**src/design/pel_pkg.sv**
```systemverilog
// Package for the positional entry list: widths, request and status codes,
// the entry and per-cycle command types shared by the cell row and top level.
// No dependencies.
package pel_pkg;

  localparam int DEPTH  = 16;
  localparam int IDX_W  = $clog2(DEPTH);
  localparam int CNT_W  = $clog2(DEPTH + 1);
  localparam int POS_W  = 5;
  localparam int CMP_W  = (POS_W > CNT_W + 1) ? POS_W : CNT_W + 1;
  localparam int ID_W   = 16;
  localparam int PRI_W  = 8;
  localparam int TYPE_W = 3;
  localparam int STAT_W = 2;
  localparam int LCNT_W = 5;

  localparam logic [CNT_W-1:0] FULL_COUNT = CNT_W'(DEPTH);

  typedef logic [CNT_W:0]   wide_t;
  typedef logic [CMP_W-1:0] cmp_t;

  typedef enum logic [TYPE_W-1:0] {
    REQ_INS_HEAD = 3'd0,
    REQ_INS_TAIL = 3'd1,
    REQ_INS_POS  = 3'd2,
    REQ_REM_HEAD = 3'd3,
    REQ_REM_TAIL = 3'd4,
    REQ_REM_POS  = 3'd5
  } req_type_t;

  typedef enum logic [STAT_W-1:0] {
    ST_OK     = 2'd0,
    ST_FULL   = 2'd1,
    ST_EMPTY  = 2'd2,
    ST_BADPOS = 2'd3
  } status_t;

  typedef struct packed {
    logic [ID_W-1:0]  id;
    logic [PRI_W-1:0] pri;
  } pel_entry_t;

  // broadcast to every cell in the accept cycle
  typedef struct packed {
    logic             ins;
    logic             rem;
    logic [IDX_W-1:0] k;
    logic [CNT_W-1:0] count;
  } pel_cmd_t;

endpackage

```
**src/design/pel_cell.sv**
```systemverilog
// One slot of the entry row: holds an id and priority, loads a new entry,
// or takes its left or right neighbor's entry on insert or remove.
// Depends on pel_pkg.
module pel_cell import pel_pkg::*; (
  input  logic             clk,
  input  pel_cmd_t         cmd,
  input  logic [IDX_W-1:0] idx,
  input  pel_entry_t       new_entry,
  input  pel_entry_t       left,
  input  pel_entry_t       right,
  output pel_entry_t       held
);

  wide_t i_x;
  wide_t k_x;
  wide_t c_x;

  assign i_x = wide_t'(idx);
  assign k_x = wide_t'(cmd.k);
  assign c_x = wide_t'(cmd.count);

  always_ff @(posedge clk) begin
    if (cmd.ins) begin
      if (i_x == k_x) begin
        held <= new_entry;
      end else if (i_x > k_x && i_x <= c_x) begin
        held <= left;
      end
    end else if (cmd.rem) begin
      if (i_x >= k_x && (i_x + 1'b1) < c_x) begin
        held <= right;
      end
    end
  end

endmodule

```
**src/design/positional_entry_list_unit.sv**
```systemverilog
// Top level of the positional entry list: request decode, count register,
// the row of pel_cell slots and the result register.
// Depends on pel_pkg and pel_cell.

// Holds an ordered list of up to DEPTH entries (id, priority) in a row of
// cells, slot 0 being the head. Each request inserts at the head, the tail or
// before a 1-based position, or removes from the head, the tail or a
// position, and returns one result: status, removed entry (zero if none) and
// the count afterward. All cells of the row update together: each shifts
// toward or away from the chosen slot, so a new request is taken every
// cycle while the result register is free or being emptied.
module positional_entry_list_unit import pel_pkg::*; (
  input  logic              clk,
  input  logic              rst,
  input  logic              req_valid,
  output logic              req_ready,
  input  logic [TYPE_W-1:0] req_type,
  input  logic [POS_W-1:0]  position,
  input  logic [ID_W-1:0]   entry_id,
  input  logic [PRI_W-1:0]  entry_priority,
  output logic              rsp_valid,
  input  logic              rsp_ready,
  output logic [STAT_W-1:0] status,
  output logic [ID_W-1:0]   removed_id,
  output logic [PRI_W-1:0]  removed_priority,
  output logic [LCNT_W-1:0] list_count
);

  logic [CNT_W-1:0] count;
  logic [CNT_W-1:0] count_next;
  logic             fire;
  logic             ins_ok;
  logic             rem_ok;
  logic [IDX_W-1:0] k;
  status_t          status_next;
  pel_cmd_t         cmd;
  pel_entry_t       new_entry;
  pel_entry_t       slots [DEPTH];
  pel_entry_t       taken;
  cmp_t             pos_x;
  cmp_t             cnt_x;
  logic             full;
  logic             empty;

  assign req_ready = !rsp_valid || rsp_ready;
  assign fire      = req_valid && req_ready;
  assign pos_x     = cmp_t'(position);
  assign cnt_x     = cmp_t'(count);
  assign full      = (count == FULL_COUNT);
  assign empty     = (count == '0);
  assign new_entry = '{id: entry_id, pri: entry_priority};

  always_comb begin
    ins_ok      = 1'b0;
    rem_ok      = 1'b0;
    k           = '0;
    status_next = ST_OK;
    unique case (req_type)
      REQ_INS_HEAD, REQ_INS_TAIL, REQ_INS_POS: begin
        if (full) begin
          status_next = ST_FULL;
        end else if (req_type == REQ_INS_HEAD || empty) begin
          ins_ok = 1'b1;
        end else if (req_type == REQ_INS_TAIL) begin
          ins_ok = 1'b1;
          k      = IDX_W'(count);
        end else if (pos_x == '0 || pos_x > cnt_x + 1'b1) begin
          status_next = ST_BADPOS;
        end else begin
          ins_ok = 1'b1;
          k      = IDX_W'(pos_x - 1'b1);
        end
      end
      REQ_REM_HEAD, REQ_REM_TAIL, REQ_REM_POS: begin
        if (empty) begin
          status_next = ST_EMPTY;
        end else if (req_type == REQ_REM_HEAD) begin
          rem_ok = 1'b1;
        end else if (req_type == REQ_REM_TAIL) begin
          rem_ok = 1'b1;
          k      = IDX_W'(count - 1'b1);
        end else if (pos_x == '0 || pos_x > cnt_x) begin
          status_next = ST_BADPOS;
        end else begin
          rem_ok = 1'b1;
          k      = IDX_W'(pos_x - 1'b1);
        end
      end
      default: begin
        status_next = ST_OK;
      end
    endcase
  end

  assign cmd = '{ins: fire && ins_ok, rem: fire && rem_ok, k: k, count: count};

  always_comb begin
    count_next = count;
    if (cmd.ins) begin
      count_next = count + 1'b1;
    end else if (cmd.rem) begin
      count_next = count - 1'b1;
    end
  end

  genvar i;
  generate
    for (i = 0; i < DEPTH; i++) begin : g_cell
      pel_entry_t left_in;
      pel_entry_t right_in;
      if (i == 0) begin : g_first
        assign left_in = '0;
      end else begin : g_left
        assign left_in = slots[i-1];
      end
      if (i == DEPTH - 1) begin : g_last
        assign right_in = '0;
      end else begin : g_right
        assign right_in = slots[i+1];
      end
      pel_cell u_cell (
        .clk       (clk),
        .cmd       (cmd),
        .idx       (IDX_W'(i)),
        .new_entry (new_entry),
        .left      (left_in),
        .right     (right_in),
        .held      (slots[i])
      );
    end
  endgenerate

  assign taken = rem_ok ? slots[k] : '0;

  always_ff @(posedge clk) begin
    if (rst) begin
      count     <= '0;
      rsp_valid <= 1'b0;
    end else begin
      count <= count_next;
      if (fire) begin
        rsp_valid <= 1'b1;
      end else if (rsp_ready) begin
        rsp_valid <= 1'b0;
      end
    end
  end

  always_ff @(posedge clk) begin
    if (fire) begin
      status           <= status_next;
      removed_id       <= taken.id;
      removed_priority <= taken.pri;
      list_count       <= LCNT_W'(count_next);
    end
  end

`ifndef NO_ASSERTIONS
  a_count_bound: assert property (@(posedge clk) disable iff (rst)
    count <= FULL_COUNT)
    else $error("entry count above depth");

  a_ins_grows: assert property (@(posedge clk) disable iff (rst)
    cmd.ins |=> count == $past(count) + 1'b1)
    else $error("insert did not grow count");

  a_rem_shrinks: assert property (@(posedge clk) disable iff (rst)
    cmd.rem |=> count == $past(count) - 1'b1)
    else $error("remove did not shrink count");

  a_no_removal: assert property (@(posedge clk) disable iff (rst)
    fire && !rem_ok |=> removed_id == '0 && removed_priority == '0)
    else $error("removed fields set without removal");
`endif

endmodule

```
**config.mk**
```make
export PLATFORM = sky130hd
export DESIGN_NAME = positional_entry_list_unit
export DESIGN_NICKNAME = d
export VERILOG_FILES = /design/src/design/pel_pkg.sv /design/src/design/pel_cell.sv /design/src/design/positional_entry_list_unit.sv
export SDC_FILE = /design/constraint.sdc
export NUM_CORES = 1
export LEC_CHECK = 0
export CAP_MARGIN = 20
export CORE_ASPECT_RATIO = 0.5
export CORE_MARGIN = 3
export CORE_UTILIZATION = 41
export CTS_CLUSTER_SIZE = 20
export DETAILED_ROUTE_END_ITERATION = 8
export DONT_BUFFER_PORTS = 1
export GPL_TIMING_DRIVEN = 0
export PLACE_DENSITY = 0.58
export SYNTH_ARGS = -nofsm -noshare
export SYNTH_HDL_FRONTEND = slang
export SYNTH_SLANG_ARGS = --single-unit
```
**constraint.sdc**
```tcl
create_clock -name clk -period 7.8 [get_ports clk]
set_input_delay 0.78 -clock clk [delete_from_list [all_inputs] [get_ports clk]]
set_output_delay 0.78 -clock clk [all_outputs]
set_load 0.02 [all_outputs]
```
; ---- Word level (Yosys, flattened, before mapping)
; Cells that the tools add are included.
[word_totals]
regBits = 421
inputBits = 36
output_inout_bits = 33
[op_classes]
add_sub_neg = 4
n_lt_le_gt_ge = 67
n_eq_ne = 37
mux = 115
n_bitwise = 1
reduce_logical = 80
[op_table]
columns = operator, n
row1 = $mux W24, 82
row2 = $bmux W24 S4, 1
row3 = $ne A3 B1 Y1 const B, 16
row4 = $reduce_and A3 Y1, 16
row5 = $le A4 B5 Y1 const A, 8
row6 = $lt A4 B5 Y1 const A, 8
row7 = $reduce_bool A2 Y1, 18
row8 = $logic_and A1 B1 Y1, 35
row9 = $eq A4 B4 Y1 const A, 8
row10 = $ge A4 B4 Y1 const A, 8
row11 = $gt A4 B4 Y1 const A, 8
row12 = $mux W4, 8
row13 = $le A3 B5 Y1 const A, 4
row14 = $lt A3 B5 Y1 const A, 4
row15 = $eq A3 B4 Y1 const A, 4
row16 = $ge A3 B4 Y1 const A, 4
row17 = $gt A3 B4 Y1 const A, 4
row18 = $mux W2, 8
row19 = $logic_not A6 Y1, 2
row20 = $mux W1, 12
row21 = $le A1 B5 Y1 const A, 2
row22 = $le A2 B5 Y1 const A, 2
row23 = $lt A2 B5 Y1 const A, 2
row24 = $mux W5, 2
row25 = other kinds (27), 38

; ---- Longest topological paths before layout
[logic_depth]
word_depth = 13
ltp_mapped = 17
depth_no_buf = 13

; ---- By module
; Synthesis repeated with hierarchy kept, for this count alone.
[hier_totals]
cells_unflattened = 3250
hier_area_um2 = 31582.8
[by_module_without_submodules]
columns = mod, instances, cells_per_inst, area_each_um2
row1 = pel_cell, 16, 150, 1602.8
row2 = positional_entry_list_unit, 1, 850, 5938.2

; ---- Least setup slack after synthesis
; No wires, ideal clock.
[synth_timing]
path_kind = register -> register
start = register count[2]
end = register g_cell[9].u_cell.held[0] (netlist name) (enable)
setup_time_ns = 0.444
t_arrival_ns = 5.195
t_required_ns = 7.356
setup_slack_ns = 2.161
path_stages_with_launch = 15
path_buffers = 4
path_cell_list = dfxtp_1 -> buf_2 -> buf_1 -> nand3_1 -> xnor2_1 -> ha_1 -> and3_1 -> and3_1 -> a221oi_2 -> nor4_4 -> a211oi_4 -> buf_4 -> buf_2 -> a21oi_1 -> o32ai_1
[synth_between]
elab_chain_len = 12
elab_cells_between_ends = 41
[synth_lines]
columns = element, line_no
row1 = start: declaration, positional_entry_list_unit.sv:29  ; logic [CNT_W-1:0] count;
row2 = start signal: assignment, positional_entry_list_unit.sv:140  ; count <= count_next;
row3 = $add A5 B1 Y6, positional_entry_list_unit.sv:67  ; end else if (pos_x == '0 || pos_x > cnt_x + 1'b1) begin
row4 = $gt A5 B6 Y1, positional_entry_list_unit.sv:67
row5 = $logic_or A1 B1 Y1, positional_entry_list_unit.sv:67
row6 = $mux W4, positional_entry_list_unit.sv:67
row7 = $mux W4, positional_entry_list_unit.sv:64  ; end else if (req_type == REQ_INS_TAIL) begin
row8 = $mux W4, positional_entry_list_unit.sv:62  ; end else if (req_type == REQ_INS_HEAD || empty) begin
row9 = $mux W4, positional_entry_list_unit.sv:60  ; if (full) begin
row10 = $pmux W4 S2, positional_entry_list_unit.sv:58  ; unique case (req_type)
row11 = $gt A4 B4 Y1 or $ge A4 B4 Y1 (tied branches), "pel_cell.sv:26, pel_cell.sv:30"
row12 = "$logic_and A1 B1 Y1, on equally long branches", "pel_cell.sv:26, pel_cell.sv:30"
row13 = $ne A3 B1 Y1 (no source line) or $reduce_bool A2 Y1 (tied branches), --
row14 = $reduce_and A3 Y1 (no source line) (*), --
row15 = end signal: assignment, pel_cell.sv:25  ; held <= new_entry;
row16 = end signal: assignment, pel_cell.sv:27  ; held <= left;
row17 = end signal: assignment, pel_cell.sv:31  ; held <= right;
row18 = end: declaration, pel_cell.sv:11  ; output pel_entry_t held
; Mark *: on every way between the ends. The rest lies on a longest branch, timed or not.
; A chain may end at the register's enable or synchronous reset.

; ---- Worst setup path after layout
[layout_timing]
start = register count[2]
end = register g_cell[3].u_cell.held[20] (netlist name) (enable)
[layout_between]
elab_chain_len = 12
elab_cells_between_ends = 41
[layout_lines]
columns = element, line_no
row1 = $add A5 B1 Y6, positional_entry_list_unit.sv:67
row2 = $gt A5 B6 Y1, positional_entry_list_unit.sv:67
row3 = $logic_or A1 B1 Y1, positional_entry_list_unit.sv:67
row4 = $mux W4, positional_entry_list_unit.sv:67
row5 = $mux W4, positional_entry_list_unit.sv:64
row6 = $mux W4, positional_entry_list_unit.sv:62
row7 = $mux W4, positional_entry_list_unit.sv:60
row8 = $pmux W4 S2, positional_entry_list_unit.sv:58
row9 = $gt A2 B4 Y1 or $ge A2 B4 Y1 (tied branches), "pel_cell.sv:26, pel_cell.sv:30"
row10 = "$logic_and A1 B1 Y1, on equally long branches", "pel_cell.sv:26, pel_cell.sv:30"
row11 = $ne A3 B1 Y1 (no source line) or $reduce_bool A2 Y1 (tied branches), --
row12 = $reduce_and A3 Y1 (no source line) (*), --
row13 = end signal: assignment, pel_cell.sv:25
row14 = end signal: assignment, pel_cell.sv:27
row15 = end signal: assignment, pel_cell.sv:31
row16 = end: declaration, pel_cell.sv:11
; Marks and branches as above.

==> impl_results.md <==
- Status: complete, no violations
- Slew headroom: 0.191
- GRT Total Usage: 0.281
- Commonest non-fill, non-tap cells in the layout: 625 x nand2_1, 415 x edfxtp_1, 409 x mux2i_1, 197 x o21ai_1, 179 x o21ai_0
- Final GP Congestion: between 0.9 and 1
- Setup-failing EPs final: 0
- Post-Syn Instances: 2498
- Antenna violations before repair: 0
- F_max: approximately 160 MHz
- Maximum vdd drop: about 0.16 mV
- Clock transition at path regs: around 60 ps
- First-pass GRT wire length: around 140000 um
- GRT overflow: 0
- Commonest non-fill, non-tap cell in the layout: nand2_1
- Tcrit/Tclk final: 0.792
- Number of global-route vias before repair: about 20k
- Nets: roughly 2.6k
- Total number of yosys warnings: 0
- Clock latency on the worst-skew pair: around 600 ps
- Hold_sp: rst
- Worst Hold Class: primary input to flop
- Worst EP arrival: 6480 ps
- Die area: approximately 64000 um^2
- Seq/Total Area, Yosys: 0.504
- CTS tree: done
- Routed Wire Length: roughly 92000 um
- Row Count: 63
- Ys async rst share: 0
- #FFs+latches synth: around 420
- Largest net degree at the start of global routing: 27
- Ys flop type: edfxtp_1
- Number of distinct library cells after synthesis: 65
- Clk root buf: clkbuf_16
- Slew Viols, Final: 0
- Sum Neg Setup Slack: 0 ps
- Core area: about 60000 um^2
- Starting Density: 0.418
- CTS Hold Buffers Added: 0
- TritonCTS buffer count: 43
- Layout cell share with drive strength beyond 1: 0.0747
- Critical path origin: count[2]
- Worst path slowest cell: clkbuf_1
- Post-CTS setup buffer count: 0
- H-tree depth: 2
- CP most frequent cell: buf_2
- Routed len/inst: roughly 27 um
- Pin slew with the least headroom to its limit: about 1200 ps
- Drt drc: 0
- Worst setup SP type: flop
- Post-synth EDFFs: between 400 and 500
- IO buf count: 0
- Chip width: about 360 um
- Hold Fails Final Rpt: 0
- Max FO, Critical Path: 11
- Syn_nets: 2550
- Unrepaired setup endpoints after global routing: no
- Syn Area/Cell: about 10 um^2
- Worst setup EP type: flop
- Clk buf depth: 3
- WP data required: between 8000 and 9000 ps
- Detailed Routing Iterations Pass 1: 6
- Vias per cell: 6.20
- Max Cap Viol: 0
- Skew final: approximately 31 ps
- Initial DRC Count: 2949
- Die Y: roughly 180 um
- Worst Setup Slack, final: about 1600 ps
- PwrDens: about 220 nW/um^2
- Leakage power: approximately 11 nW
- RR Startpoint: count[2]
- Mapped Area: roughly 25000 um^2
- Pre-CTS WS: 1690 ps
- Post_cts resized: 0
- Tmin final: around 6200 ps
- Area grow syn2layout: 11.6%
- Antenna Nets Post-Route: 0
- Kind of critical path: flop to flop
- CP Cell Sequence: buf_2, buf_1, nand3_1, xnor2_1, ha_1, and3_1, and3_1, a221oi_2, nor2_1, o31a_1, nand3_1, buf_2, clkbuf_1, buf_2, nor3_1, nor3_2, buf_6, buf_6
- Vias: 21.1k
- DPL Wire Length: 72700 um
- I/O Pins: 69
- CP max stage delay: between 600 and 700 ps
- Clk sinks: between 400 and 500
-- final timing paths --
kind                                     to  slack (ps)  cells after the start
hold / removal                     count[2]         270                      1
setup / recovery  g_cell[3].u_cell.held[20]        1620                     18
setup reg to reg  g_cell[3].u_cell.held[20]        1620                     18
hold reg to reg   g_cell[14].u_cell.held[2]         560                      2
-- synth_stat cells (3+ instances only) --
cell type,n,area share
inv_1,11,0.0017
nor3_1,13,0.0026
nor2_4,5,0.0023
a22oi_1,3,0.00090
dfxtp_1,6,0.0048
and3_1,7,0.0018
o21ai_0,180,0.036
a22o_1,24,0.0084
o22ai_1,25,0.0063
nand3_2,4,0.0016
buf_4,29,0.0087
nand4_1,24,0.0060
nor2b_1,6,0.0015
o21ai_1,197,0.039
buf_2,33,0.0066
and2_1,4,0.0010
nand3_1,57,0.011
nor2_1,30,0.0045
a21oi_1,100,0.020
mux2i_1,409,0.16
a32oi_1,49,0.017
nand2b_1,4,0.0010
buf_6,7,0.0032
o31ai_1,4,0.0012
nand2_2,4,0.0010
edfxtp_1,415,0.50
a31oi_1,5,0.0013
buf_1,5,0.00075
clkbuf_1,143,0.021
ha_1,16,0.0080
nand2_1,625,0.094
xnor2_1,9,0.0032
nor3_4,4,0.0026
-- per-layer routing --
layer  GRT usage  routed length [um]
met4      0.0586                1630
met1       0.424               41400
met3      0.0643               10200
met5           0                   0
met2       0.409               38800
-- registers in the layout (all words and copies together) (netlist names) --
signal / count
g_cell.u_cell.held: 384
removed_id: 16
removed_priority: 8
count: 5
list_count: 5
status: 2
rsp_valid: 1
-- worst max-delay path: cells and delay by family, from the launching register on --
kind / cells / cell delay, ps
flip-flops: 1 / 310
adder cells (fa/ha/maj): 1 / 310
AO/OA/AOI/OAI: 2 / 680
XOR/XNOR: 1 / 310
AND/OR/NAND/NOR: 7 / 1610
buffers and inverters: 7 / 2650
-- per-stage QoR --
step / power (mW) / hold WS, ps / instances / utilization / instance area, um^2
3_3_place_gp: 3.86 / 543 / 3310 / 0.435 / 26000
3_5_place_dp: 3.90 / 537 / 3331 / 0.442 / 26400
2_1_floorplan: 3.50 / 522 / 2498 / - / 25000
6_report: 6.16 / 274 / 3411 / 0.467 / 27900
4_1_cts: 6.14 / 238 / 3409 / 0.466 / 27900
5_1_grt: 6.37 / 247 / 3410 / 0.467 / 27900
-- layout make-up --
cell class | count | area [um^2]
Buffer | 217 | 1020
Clock buffer | 51 | 1110
Timing Repair Buffer | 22 | 338
Inverter | 13 | 48.8
Fill cell | 5736 | 31900
Tap cell | 812 | 1020
Clock inverter | 27 | 360
Sequential cell | 421 | 12600
Antenna cell | 1 | 2.50
Multi-Input combinational cell | 1847 | 11400
-- logic make-up after synthesis --
family,count (synthesis),share of synthesized area
adder cells (fa/ha/maj),16,0.00802
multiplexers,409,0.164
buffers and inverters,230,0.0427
flip-flops,421,0.504
XOR/XNOR,11,0.00386
AO/OA/AOI/OAI,608,0.140
AND/OR/NAND/NOR,803,0.138
-- where the power goes --
group          internal [mW]  switching (mW)  total (mW)
combinational          0.345           0.779        1.12
sequential              2.67           0.106        2.77
clock                   1.29           0.976        2.26
Note: power is estimated with default switching activity, not from simulation.
